**config.mk**
```make
export PLATFORM = sky130hd
export DESIGN_NAME = jittered_grid_sample_generator_unit
export DESIGN_NICKNAME = d
export VERILOG_FILES = /design/src/design/jgsg_pkg.sv /design/src/design/jgsg_div.sv /design/src/design/jgsg_ctrl.sv /design/src/design/jgsg_datapath.sv /design/src/design/jittered_grid_sample_generator_unit.sv
export VERILOG_INCLUDE_DIRS = /design/src /design/src/design
export SDC_FILE = /design/constraint.sdc
export NUM_CORES = 1
export LEC_CHECK = 0
export BUFFER_PORTS_ARGS = -buffer_cell sky130_fd_sc_hd__buf_2
export CAP_MARGIN = 20
export CORE_ASPECT_RATIO = 1.1
export CORE_MARGIN = 2
export CORE_UTILIZATION = 65
export DETAILED_ROUTE_END_ITERATION = 16
export PLACE_DENSITY = 0.93
export SYNTH_ARGS = -nofsm -noshare
export SYNTH_HDL_FRONTEND = slang
export SYNTH_SLANG_ARGS = --single-unit
```
**constraint.sdc**
```tcl
create_clock -name clk -period 13.9 [get_ports clk]
set_clock_uncertainty 0.15 [all_clocks]
set_input_delay 2.78 -clock clk [delete_from_list [all_inputs] [get_ports clk]]
set_output_delay 2.78 -clock clk [all_outputs]
set_load 0.03 [all_outputs]
```
**src/design/jittered_grid_sample_generator_unit_assert.svh**
```systemverilog
// assertion macros for the jittered grid sample generator
// used by the top level only, no other dependencies
`ifndef JITTERED_GRID_SAMPLE_GENERATOR_UNIT_ASSERT_SVH
`define JITTERED_GRID_SAMPLE_GENERATOR_UNIT_ASSERT_SVH

// same-cycle implication
`define JGSG_ASSERT_SAME(label, clk, rst, ante, cons) \
  label: assert property (@(posedge clk) disable iff (rst) (ante) |-> (cons)) \
    else $error("jgsg same-cycle check failed");

// next-cycle implication
`define JGSG_ASSERT_NEXT(label, clk, rst, ante, cons) \
  label: assert property (@(posedge clk) disable iff (rst) (ante) |=> (cons)) \
    else $error("jgsg next-cycle check failed");

`endif

```
**src/design/jgsg_pkg.sv**
```systemverilog
// types and constants shared by the jittered grid sample generator
// no dependencies
`timescale 1ns / 1ps
`default_nettype none

package jgsg_pkg;

  localparam int FRAC_W      = 16;   // fraction bits of inputs and samples
  localparam int COUNT_W     = 13;   // requested and effective count
  localparam int INDEX_W     = 12;   // sample index within a pass
  localparam int DIM_W       = 7;    // grid columns, rows and their counters
  localparam int SQRT_STEP_W = 3;    // bit position of the root search
  localparam int DIV_STEP_W  = 4;    // quotient bit counter
  localparam int CFG_IDX_W   = 2;

  localparam logic [COUNT_W-1:0] MAX_SAMPLES = 13'd4096;

  localparam logic [CFG_IDX_W-1:0] REG_REQUESTED_COUNT = 2'd0;
  localparam logic [CFG_IDX_W-1:0] REG_DIMENSION_MODE  = 2'd1;

  typedef struct packed {
    logic [FRAC_W-1:0] rand_u;
    logic [FRAC_W-1:0] rand_v;
  } in_item_t;

  typedef struct packed {
    logic [FRAC_W-1:0]  sample_u;
    logic [FRAC_W-1:0]  sample_v;
    logic [INDEX_W-1:0] sample_index;
    logic [COUNT_W-1:0] effective_count;
    logic               pass_last;
  } out_item_t;

  // controller to datapath
  typedef struct packed {
    logic                   wr_count;
    logic                   wr_mode;
    logic                   grid_start;
    logic                   sqrt_step;
    logic [SQRT_STEP_W-1:0] sqrt_bit;
    logic                   grid_set;
    logic                   eff_set;
    logic                   div_load;
    logic                   div_step;
    logic                   out_load;
  } ctrl_cmd_t;

endpackage

`default_nettype wire

```
**src/design/jgsg_div.sv**
```systemverilog
// radix-2 restoring divider lane, one quotient bit per step
// numerator is pos * 2^16 + frac with pos below the divisor; uses jgsg_pkg
`timescale 1ns / 1ps
`default_nettype none

module jgsg_div (
  input  wire logic                          clk,
  input  wire logic                          load,
  input  wire logic                          step,
  input  wire logic [jgsg_pkg::INDEX_W-1:0]  pos,
  input  wire logic [jgsg_pkg::FRAC_W-1:0]   frac,
  input  wire logic [jgsg_pkg::COUNT_W-1:0]  divisor,
  output logic      [jgsg_pkg::FRAC_W-1:0]   quot
);

  logic [jgsg_pkg::COUNT_W-1:0] rem;
  logic [jgsg_pkg::COUNT_W-1:0] dvs;
  logic [jgsg_pkg::FRAC_W-1:0]  shq;   // low numerator bits shift out, quotient bits shift in
  logic [jgsg_pkg::COUNT_W:0]   rem_sh;
  logic                         fits;

  always_comb begin
    rem_sh = {rem, shq[jgsg_pkg::FRAC_W-1]};
    fits   = (rem_sh >= {1'b0, dvs});
  end

  always_ff @(posedge clk) begin
    if (load) begin
      rem <= {1'b0, pos};
      dvs <= divisor;
      shq <= frac;
    end else if (step) begin
      rem <= fits ? jgsg_pkg::COUNT_W'(rem_sh - {1'b0, dvs})
                  : jgsg_pkg::COUNT_W'(rem_sh);
      shq <= {shq[jgsg_pkg::FRAC_W-2:0], fits};
    end
  end

  assign quot = shq;

endmodule

`default_nettype wire

```
**src/design/jgsg_ctrl.sv**
```systemverilog
// sequencer: config decode, grid root search, divide steps, result hand-off
// drives the datapath through jgsg_pkg::ctrl_cmd_t
`timescale 1ns / 1ps
`default_nettype none

module jgsg_ctrl (
  input  wire logic                             clk,
  input  wire logic                             rst,
  input  wire logic                             rand_valid,
  output logic                                  rand_stall,
  output logic                                  sample_valid,
  input  wire logic                             sample_stall,
  input  wire logic                             cfg_valid,
  output logic                                  cfg_ready,
  input  wire logic [jgsg_pkg::CFG_IDX_W-1:0]   cfg_index,
  output jgsg_pkg::ctrl_cmd_t                   cmd
);

  typedef enum logic [2:0] {
    ST_IDLE,
    ST_SQRT,
    ST_GRID,
    ST_EFF,
    ST_DIV,
    ST_WRITE
  } state_t;

  state_t state;
  logic [jgsg_pkg::DIV_STEP_W-1:0] step_cnt;
  logic cfg_wr;
  logic cfg_hit;
  logic take;

  always_comb begin
    cfg_ready  = (state == ST_IDLE) || (state == ST_SQRT);
    cfg_wr     = cfg_valid && cfg_ready;
    cfg_hit    = cfg_wr && ((cfg_index == jgsg_pkg::REG_REQUESTED_COUNT) ||
                            (cfg_index == jgsg_pkg::REG_DIMENSION_MODE));
    // a pending config write keeps the input side stalled
    rand_stall = (state != ST_IDLE) || cfg_valid;
    take       = rand_valid && !rand_stall;

    cmd.wr_count   = cfg_wr && (cfg_index == jgsg_pkg::REG_REQUESTED_COUNT);
    cmd.wr_mode    = cfg_wr && (cfg_index == jgsg_pkg::REG_DIMENSION_MODE);
    cmd.grid_start = cfg_hit;
    cmd.sqrt_step  = (state == ST_SQRT) && !cfg_hit;
    cmd.sqrt_bit   = step_cnt[jgsg_pkg::SQRT_STEP_W-1:0];
    cmd.grid_set   = (state == ST_GRID);
    cmd.eff_set    = (state == ST_EFF);
    cmd.div_load   = take;
    cmd.div_step   = (state == ST_DIV);
    cmd.out_load   = (state == ST_WRITE) && (!sample_valid || !sample_stall);
  end

  always_ff @(posedge clk) begin
    if (rst) begin
      state        <= ST_IDLE;
      step_cnt     <= '0;
      sample_valid <= 1'b0;
    end else begin
      if (cmd.out_load) begin
        sample_valid <= 1'b1;
      end else if (!sample_stall) begin
        sample_valid <= 1'b0;
      end

      case (state)
        ST_IDLE: begin
          if (cfg_hit) begin
            state    <= ST_SQRT;
            step_cnt <= jgsg_pkg::DIV_STEP_W'(jgsg_pkg::DIM_W - 1);
          end else if (take) begin
            state    <= ST_DIV;
            step_cnt <= jgsg_pkg::DIV_STEP_W'(jgsg_pkg::FRAC_W - 1);
          end
        end
        ST_SQRT: begin
          if (cfg_hit) begin
            step_cnt <= jgsg_pkg::DIV_STEP_W'(jgsg_pkg::DIM_W - 1);
          end else if (step_cnt == '0) begin
            state <= ST_GRID;
          end else begin
            step_cnt <= step_cnt - 1'b1;
          end
        end
        ST_GRID: begin
          state <= ST_EFF;
        end
        ST_EFF: begin
          state <= ST_IDLE;
        end
        ST_DIV: begin
          if (step_cnt == '0) begin
            state <= ST_WRITE;
          end else begin
            step_cnt <= step_cnt - 1'b1;
          end
        end
        ST_WRITE: begin
          if (cmd.out_load) begin
            state <= ST_IDLE;
          end
        end
        default: begin
          state <= ST_IDLE;
        end
      endcase
    end
  end

endmodule

`default_nettype wire

```
**src/design/jgsg_datapath.sv**
```systemverilog
// datapath: config registers, integer root and grid shape, stratum counters,
// two divider lanes and the result register; uses jgsg_pkg and jgsg_div
`timescale 1ns / 1ps
`default_nettype none

module jgsg_datapath (
  input  wire logic                            clk,
  input  wire logic                            rst,
  input  wire jgsg_pkg::ctrl_cmd_t             cmd,
  input  wire logic [jgsg_pkg::COUNT_W-1:0]    cfg_data,
  input  wire jgsg_pkg::in_item_t              rand_data,
  output jgsg_pkg::out_item_t                  sample_data
);

  localparam int DW = jgsg_pkg::DIM_W;
  localparam int CW = jgsg_pkg::COUNT_W;
  localparam int IW = jgsg_pkg::INDEX_W;

  logic [CW-1:0]   n_clamped;
  logic            mode;
  logic [DW-1:0]   root;
  logic [DW-1:0]   cols;
  logic [DW-1:0]   rows;
  logic [CW-1:0]   eff;
  logic [DW-1:0]   col_cnt;
  logic [DW-1:0]   row_cnt;
  logic [IW-1:0]   idx_cnt;

  logic [CW-1:0]   n_next;
  logic [DW-1:0]   trial;
  logic [2*DW-1:0] trial_sq;
  logic [2*DW-1:0] root_sq;
  logic [2*DW-1:0] grid_prod;
  logic            col_end;
  logic            last;

  logic [IW-1:0]   pos_u;
  logic [CW-1:0]   dvs_u;
  logic [jgsg_pkg::FRAC_W-1:0] quot_u;
  logic [jgsg_pkg::FRAC_W-1:0] quot_v;

  always_comb begin
    // zero counts as one, large counts saturate
    if (cfg_data == '0) begin
      n_next = CW'(1);
    end else if (cfg_data > jgsg_pkg::MAX_SAMPLES) begin
      n_next = jgsg_pkg::MAX_SAMPLES;
    end else begin
      n_next = cfg_data;
    end

    trial     = root | (DW'(1) << cmd.sqrt_bit);
    trial_sq  = trial * trial;
    root_sq   = root * root;
    grid_prod = cols * rows;

    col_end = (col_cnt == DW'(cols - 1'b1));
    last    = ({1'b0, idx_cnt} == CW'(eff - 1'b1));

    pos_u = mode ? idx_cnt : IW'(col_cnt);
    dvs_u = mode ? n_clamped : CW'(cols);
  end

  always_ff @(posedge clk) begin
    if (rst) begin
      n_clamped <= CW'(1);
      mode      <= 1'b0;
      root      <= '0;
      cols      <= DW'(1);
      rows      <= DW'(1);
      eff       <= CW'(1);
      col_cnt   <= '0;
      row_cnt   <= '0;
      idx_cnt   <= '0;
    end else begin
      if (cmd.wr_count) begin
        n_clamped <= n_next;
      end
      if (cmd.wr_mode) begin
        mode <= cfg_data[0];
      end

      if (cmd.grid_start) begin
        root    <= '0;
        col_cnt <= '0;
        row_cnt <= '0;
        idx_cnt <= '0;
      end else if (cmd.sqrt_step) begin
        if (trial_sq <= {1'b0, n_clamped}) begin
          root <= trial;
        end
      end

      if (cmd.grid_set) begin
        cols <= (root_sq == {1'b0, n_clamped}) ? root : DW'(root + 1'b1);
        rows <= ({1'b0, n_clamped} > (root_sq + (2*DW)'(root))) ? DW'(root + 1'b1) : root;
      end
      if (cmd.eff_set) begin
        eff <= mode ? n_clamped : CW'(grid_prod);
      end

      if (cmd.out_load) begin
        idx_cnt <= last ? '0 : IW'(idx_cnt + 1'b1);
        if (!mode) begin
          if (col_end) begin
            col_cnt <= '0;
            row_cnt <= last ? '0 : DW'(row_cnt + 1'b1);
          end else begin
            col_cnt <= DW'(col_cnt + 1'b1);
          end
        end
      end
    end
  end

  // result register, payload only
  always_ff @(posedge clk) begin
    if (cmd.out_load) begin
      sample_data.sample_u        <= quot_u;
      sample_data.sample_v        <= mode ? '0 : quot_v;
      sample_data.sample_index    <= idx_cnt;
      sample_data.effective_count <= eff;
      sample_data.pass_last       <= last;
    end
  end

  jgsg_div u_div_u (
    .clk     (clk),
    .load    (cmd.div_load),
    .step    (cmd.div_step),
    .pos     (pos_u),
    .frac    (rand_data.rand_u),
    .divisor (dvs_u),
    .quot    (quot_u)
  );

  jgsg_div u_div_v (
    .clk     (clk),
    .load    (cmd.div_load),
    .step    (cmd.div_step),
    .pos     (IW'(row_cnt)),
    .frac    (rand_data.rand_v),
    .divisor (CW'(rows)),
    .quot    (quot_v)
  );

endmodule

`default_nettype wire

```
**src/design/jittered_grid_sample_generator_unit.sv**
```systemverilog
// top level of the jittered grid sample generator: jgsg_ctrl + jgsg_datapath
// depends on jgsg_pkg and jittered_grid_sample_generator_unit_assert.svh
//
//   channel | handshake             | payload
//   --------+-----------------------+---------------------------------------
//   rand    | rand_valid/rand_stall | jgsg_pkg::in_item_t (rand_u, rand_v)
//   sample  | sample_valid/_stall   | jgsg_pkg::out_item_t (u, v, index, ...)
//   cfg     | cfg_valid/cfg_ready   | cfg_index, cfg_data
//
// per item: transfer, 16 steps of the two radix-2 divider lanes (u and v in
// parallel), then a result register load once the output is free; no new
// item is taken before that load, but one is taken while a result still
// waits on a stalled output. a config write runs the 7-step integer root
// search, then grid setup (ST_GRID, ST_EFF), with rand stalled. synchronous reset.
`timescale 1ns / 1ps
`default_nettype none

`include "jittered_grid_sample_generator_unit_assert.svh"

module jittered_grid_sample_generator_unit (
  input  wire logic                           clk,
  input  wire logic                           rst,
  input  wire logic                           rand_valid,
  output logic                                rand_stall,
  input  wire jgsg_pkg::in_item_t             rand_data,
  output logic                                sample_valid,
  input  wire logic                           sample_stall,
  output jgsg_pkg::out_item_t                 sample_data,
  input  wire logic                           cfg_valid,
  output logic                                cfg_ready,
  input  wire logic [jgsg_pkg::CFG_IDX_W-1:0] cfg_index,
  input  wire logic [jgsg_pkg::COUNT_W-1:0]   cfg_data
);

  jgsg_pkg::ctrl_cmd_t cmd;
  logic                at_pass_end;

  jgsg_ctrl u_ctrl (
    .clk          (clk),
    .rst          (rst),
    .rand_valid   (rand_valid),
    .rand_stall   (rand_stall),
    .sample_valid (sample_valid),
    .sample_stall (sample_stall),
    .cfg_valid    (cfg_valid),
    .cfg_ready    (cfg_ready),
    .cfg_index    (cfg_index),
    .cmd          (cmd)
  );

  jgsg_datapath u_datapath (
    .clk         (clk),
    .rst         (rst),
    .cmd         (cmd),
    .cfg_data    (cfg_data),
    .rand_data   (rand_data),
    .sample_data (sample_data)
  );

  assign at_pass_end = (({1'b0, sample_data.sample_index} + 13'd1) ==
                        sample_data.effective_count);

  `JGSG_ASSERT_SAME(a_cfg_excl, clk, rst, cfg_valid && cfg_ready, !(rand_valid && !rand_stall))
  `JGSG_ASSERT_NEXT(a_busy_after_take, clk, rst, rand_valid && !rand_stall, rand_stall && !cfg_ready)
  `JGSG_ASSERT_SAME(a_last_at_end, clk, rst, sample_valid, sample_data.pass_last == at_pass_end)

endmodule

`default_nettype wire
```
; ---- Yosys cells after proc, flatten, opt, wreduce, memory -nomap -nowiden
; Cells that the tools add are included.
; W data, S select, Z words.
[word_totals]
out_inout_bits = 61
register_bits = 218
[classes]
n_mux = 43
n_bitwise = 1
shifts = 1
reduce_logical = 27
n_addsub = 10
n_mul = 3
order_cmp = 5
eq_ne = 15
[ops]
columns = op, count
row1 = $mux W7, 14
row2 = $mux W12, 6
row3 = $mux W13, 5
row4 = $mux W16, 4
row5 = $mul A7 B7 Y14, 2
row6 = $add A7 B1 Y7 const B, 3
row7 = $mux W3, 6
row8 = $mux W4, 4
row9 = $pmux W3 S5, 1
row10 = $add A14 B7 Y14, 1
row11 = $eq A14 B13 Y1, 1
row12 = $ge A14 B13 Y1, 1
row13 = $ge A14 B7 Y1, 1
row14 = $gt A13 B14 Y1, 1
row15 = $le A14 B13 Y1, 1
row16 = $eq A12 B13 Y1, 1
row17 = $gt A13 B13 Y1 const B, 1
row18 = $logic_not A13 Y1, 1
row19 = $mul A7 B7 Y13, 1
row20 = $sub A13 B1 Y13 const B, 1
row21 = $sub A13 B13 Y13, 1
row22 = $sub A13 B7 Y13, 1
row23 = $add A12 B1 Y12 const B, 1
row24 = $pmux W4 S3, 1
row25 = 24 further kinds, 45

; ---- Depth between registers and ports, before layout
[depth]
depth_word = 8
mapped_depth = 28

; ---- Modules after synthesis
; A second synthesis with hierarchy kept.
[unflattened]
cells_unflattened = 1757
area_unflattened_um2 = 16960.0
[by_module_without_submodules]
columns = module, area_each_um2, instances, cells_per_inst
row1 = jgsg_datapath, 11168.2, 1, 1250
row2 = jgsg_div, 2585.0, 2, 213
row3 = jgsg_ctrl, 621.8, 1, 81

; ---- Least setup slack after synthesis
; No wires, ideal clock.
[synth_path]
kind = input -> register
startpoint = input port sample_stall
endpoint = register u_datapath.row_cnt[3]
path_stages = 7
n_path_buf = 0
slack_ps = 6340
arrival_time_ps = 7339
path_cell_list = a21oi_1 -> and2_1 -> inv_1 -> a211oi_2 -> o31ai_4 -> or3b_1 -> a21oi_1
[synth_between]
elab_chain_cells = 4
[synth_lines]
columns = item, line
row1 = start: declaration, jittered_grid_sample_generator_unit.sv:27  ; input wire logic sample_stall,
row2 = $logic_not A1 Y1, jgsg_ctrl.sv:52  ; cmd.out_load = (state == ST_WRITE) && (!sample_valid || !sample_stall);
row3 = $logic_or A1 B1 Y1, jgsg_ctrl.sv:52
row4 = $logic_and A1 B1 Y1, jgsg_ctrl.sv:52
row5 = $mux W7, jgsg_datapath.sv:102  ; if (cmd.out_load) begin
row6 = end signal: assignment, jgsg_datapath.sv:107  ; row_cnt <= last ? '0 : DW'(row_cnt + 1'b1);
row7 = end: declaration, jgsg_datapath.sv:26  ; logic [DW-1:0] row_cnt;
; Every way passes these cells.
; A chain may end at the register's enable or synchronous reset.

; ---- Worst setup path after layout
[layout_path]
startpoint = register u_datapath.root[1]
endpoint = register u_datapath.rows[5]
[layout_between]
elab_chain_cells = 4
[layout_lines]
columns = item, line
row1 = start: declaration, jgsg_datapath.sv:21  ; logic [DW-1:0] root;
row2 = start signal: assignment, jgsg_datapath.sv:90  ; root <= trial;
row3 = $mul A7 B7 Y14, jgsg_datapath.sv:54  ; root_sq = root * root;
row4 = $add A14 B7 Y14, jgsg_datapath.sv:96  ; rows <= ({1'b0, n_clamped} > (root_sq + (2*DW)'(root))) ? DW'(root + 1'b1) : root;
row5 = $gt A13 B14 Y1, jgsg_datapath.sv:96
row6 = $mux W7 *, jgsg_datapath.sv:96
row7 = end signal: assignment, jgsg_datapath.sv:96
row8 = end: declaration, jgsg_datapath.sv:23  ; logic [DW-1:0] rows;
; Every way passes the cells marked *; elsewhere a longest branch is shown, timed or not.

==> flow_summary.yaml <==
run_status:
  status: "complete, no violations"
layout:
  post_route_cells_drive_above_1_share: 0.0981
  fill_cells: 1597
  final_cell_mix: "nand2_1 (235), inv_1 (163), nor2_1 (141)"
  diodes: 0
  fin_area_um2: 17300
  nets: 2085
  areaGrowthSynthToFinish_pct: 9.13
  final-seq-area_um2: 5660
  layout_commonest_cell: "nand2_1"
  multiInputGateArea_um2: 9310
routing:
  avgViaCountPerCell: 6.29
  avgRoutedWirePerCell_um: 18.5
  first_pass_iters: 7
  wl_mm: 40.0
  drtIter0Drc: 1356
  drt.antenna.violating_nets: 0
  vias: 13600
  drc: 0
grt:
  grt_usage: 0.305
  first_global_vias: 13500
  grt_max_degree: 78
  antenna_found_initial: 0
  grt_pass1_wl_mm: 64.7
  grt_overflow_total: 0
setup_path:
  slowest_delay_ns: 0.74
  crit_top_cell: "fa_1"
  arrival_ns: 7.30
  cp_data_required_time_ns: 14.14
  crit_path_top_delay_cell: "dfxtp_1"
  crit_fanout: 17
  crit_type: "flop to flop"
  start_kind: "flop"
  end_kind: "flop"
  worstPathCellList: "nand2_1, fa_1, fa_1, fa_1, inv_1, fa_1, ha_1, and2_1, a31oi_1, a32oi_1, nand3_1, a2111oi_2, nor2b_1, xnor2_1, ha_1, nand4_1, nor2_1, a21oi_1, a22o_1, nor2b_1, mux2i_1, buf_4, mux2i_1, nand3_1"
power_and_ir_drop:
  pwr-share-comb: 0.423
  power_density_nw_per_um2: 155
  clockPowerShare: 0.212
  switchingPower_mw: 1.05
  peakVddDrop_mv: 0.142
  switching_share: 0.392
  total_power_mw: 2.69
  internal_power_mw: 1.63
  p_leak_nw: 7.63
  seqPwrFrac: 0.365
timing:
  maxSlewHeadroom: 0.241
  hold_viol: 0
  setup_viol: 0
  rsz0062_at_grt: "false"
  fin_crit_ns: 7.06
  maxClockFrequency_ghz: 0.142
  finalCritPeriodShare: 0.508
  tightest_slew_ns: 1.13
  setup_tns_ns: 0
  slew_viol_final: 0
placed_design:
  io_buffers: 112
  hpwl_mm: 28.8
  post_dp_cell_area_um2: 16600
  gp_congestion: 0.925
synthesis:
  synth-seq-cells: 218
  netlist_area_um2: 15800
  yosys.area.top_type_share: 0.245
  avgSynthCellArea_um2: 8.97
  synth-main-ff-cell: "edfxtp_1"
  synth_cells: 1766
  yosys_warnings: 0
  yosys-top-cells-area: "edfxtp_1 (24%), dfxtp_1 (11%), ha_1 (11%)"
  yosysSeqAreaShare: 0.357
  synth_top_cell_by_area: "edfxtp_1"
  synth-edff-count: 129
  synthArstFlopShare: 0
  synthDistinctLibCells: 82
  synth_nets: 2010
min_path:
  hold_class: "flop to flop"
floorplanning:
  initial_core_util: 0.666
  rows: 59
  die_y_um: 168
  dieArea_um2: 25600
  core_um2: 23800
  ios: 113
  die_w_um: 153
clocking:
  cts_sinks: 218
  cts_tree: "done"
  clock_latency_ns: 0.52
  cts_root_buffer: "clkbuf_16"
  post_cts_buffers: 0
  cts.path.max_buffers: 3
  ctsHoldBuffers: 0
  htree_levels: 1
  cts_buffers: 21
  clk_pin_slew_ns: 0.07
  post_cts_resize_count: 0
run:
  maxCapViolCount: 0
-- power by group through the flow --
stage               Clock, mW  Sequential (mW)  Combinational (mW)
finish                  0.571            0.980                1.14
CTS                     0.571            0.979                1.11
global placement            0            0.979                1.03
detailed placement          0            0.992                1.09
global route            0.596            0.992                1.25
floorplan                   0            0.984               0.821
-- state kept, by name, indices dropped and copies added, names as in the netlist, 7 cells and up --
name	count
u_datapath.row_cnt	7
u_datapath.sample_data	58
u_datapath.rows	7
u_datapath.idx_cnt	12
u_datapath.eff	13
u_datapath.col_cnt	7
u_datapath.n_clamped	13
u_datapath.u_div_u.rem	13
u_datapath.u_div_u.quot	16
u_datapath.cols	7
u_datapath.u_div_v.quot	16
u_datapath.u_div_v.dvs	7
u_datapath.u_div_u.dvs	13
u_datapath.root	7
u_datapath.u_div_v.rem	13
-- metal layers --
metal  wire length [µm]  vias up  track usage
li1                   -     6274            -
met1              14700     6362        0.360
met2              19700      769        0.539
met3               3390      179       0.0422
met4               2200        0        0.165
met5                  0        -            0
-- critical path: cells and delay by family, from the launching register on --
family / cells / cell delay, ns
adder cells (fa/ha/maj): 6 / 2.80
AO/OA/AOI/OAI: 5 / 1.36
AND/OR/NAND/NOR: 8 / 1.28
flip-flops: 1 / 0.74
buffers and inverters: 2 / 0.26
multiplexers: 2 / 0.25
XOR/XNOR: 1 / 0.09
-- stage by stage --
stage	std cells	util	hold WS [ns]	setup WS (ns)
finish	2161	0.727	0.294	6.84
global route	2161	0.727	0.316	6.35
CTS	2159	0.726	0.299	6.41
detailed placement	2121	0.698	0.285	6.46
global placement	2121	0.698	0.280	6.76
floorplan	1766	-	0.256	6.34
-- worst paths after layout --
check / slack [ns] / to / start / cells past startpoint
worst max-delay path: 6.84 / u_datapath.rows[5] / u_datapath.root[1] / 24
worst min-delay path: 0.29 / u_datapath.sample_data[51] / u_datapath.u_div_u.quot[9] / 0
worst max register to register: 6.84 / u_datapath.rows[5] / u_datapath.root[1] / 24
worst min register to register: 0.29 / u_datapath.sample_data[51] / u_datapath.u_div_u.quot[9] / 0
-- cell usage after synthesis (35+ instances only) --
| library cell | count |
|---|---|
| nand2_1 | 237 |
| inv_1 | 163 |
| nor2_1 | 141 |
| ha_1 | 136 |
| edfxtp_1 | 129 |
| a21oi_1 | 95 |
| dfxtp_1 | 89 |
| o21ai_0 | 76 |
| xnor2_1 | 69 |
| nand3_1 | 68 |
| clkbuf_1 | 56 |
| fa_1 | 56 |
| and2_1 | 36 |
| nor3_1 | 35 |
-- kinds of logic after synthesis --
group           share of synthesized area
buf+inv                            0.0565
simple gates                        0.199
mux                                0.0205
flops                               0.357
compound gates                      0.135
fa+ha+maj                           0.178
xor+xnor                           0.0540
-- final cells by class --
type	instances	area share
multi-input cells	1313	0.539
flip-flops and latches	218	0.327
repair buffers	122	0.0375
inverters	165	0.0358
clock buffers	28	0.0332
well taps	305	0.0221
clock inverters	10	0.00558
(Power assumes the default switching activity.)
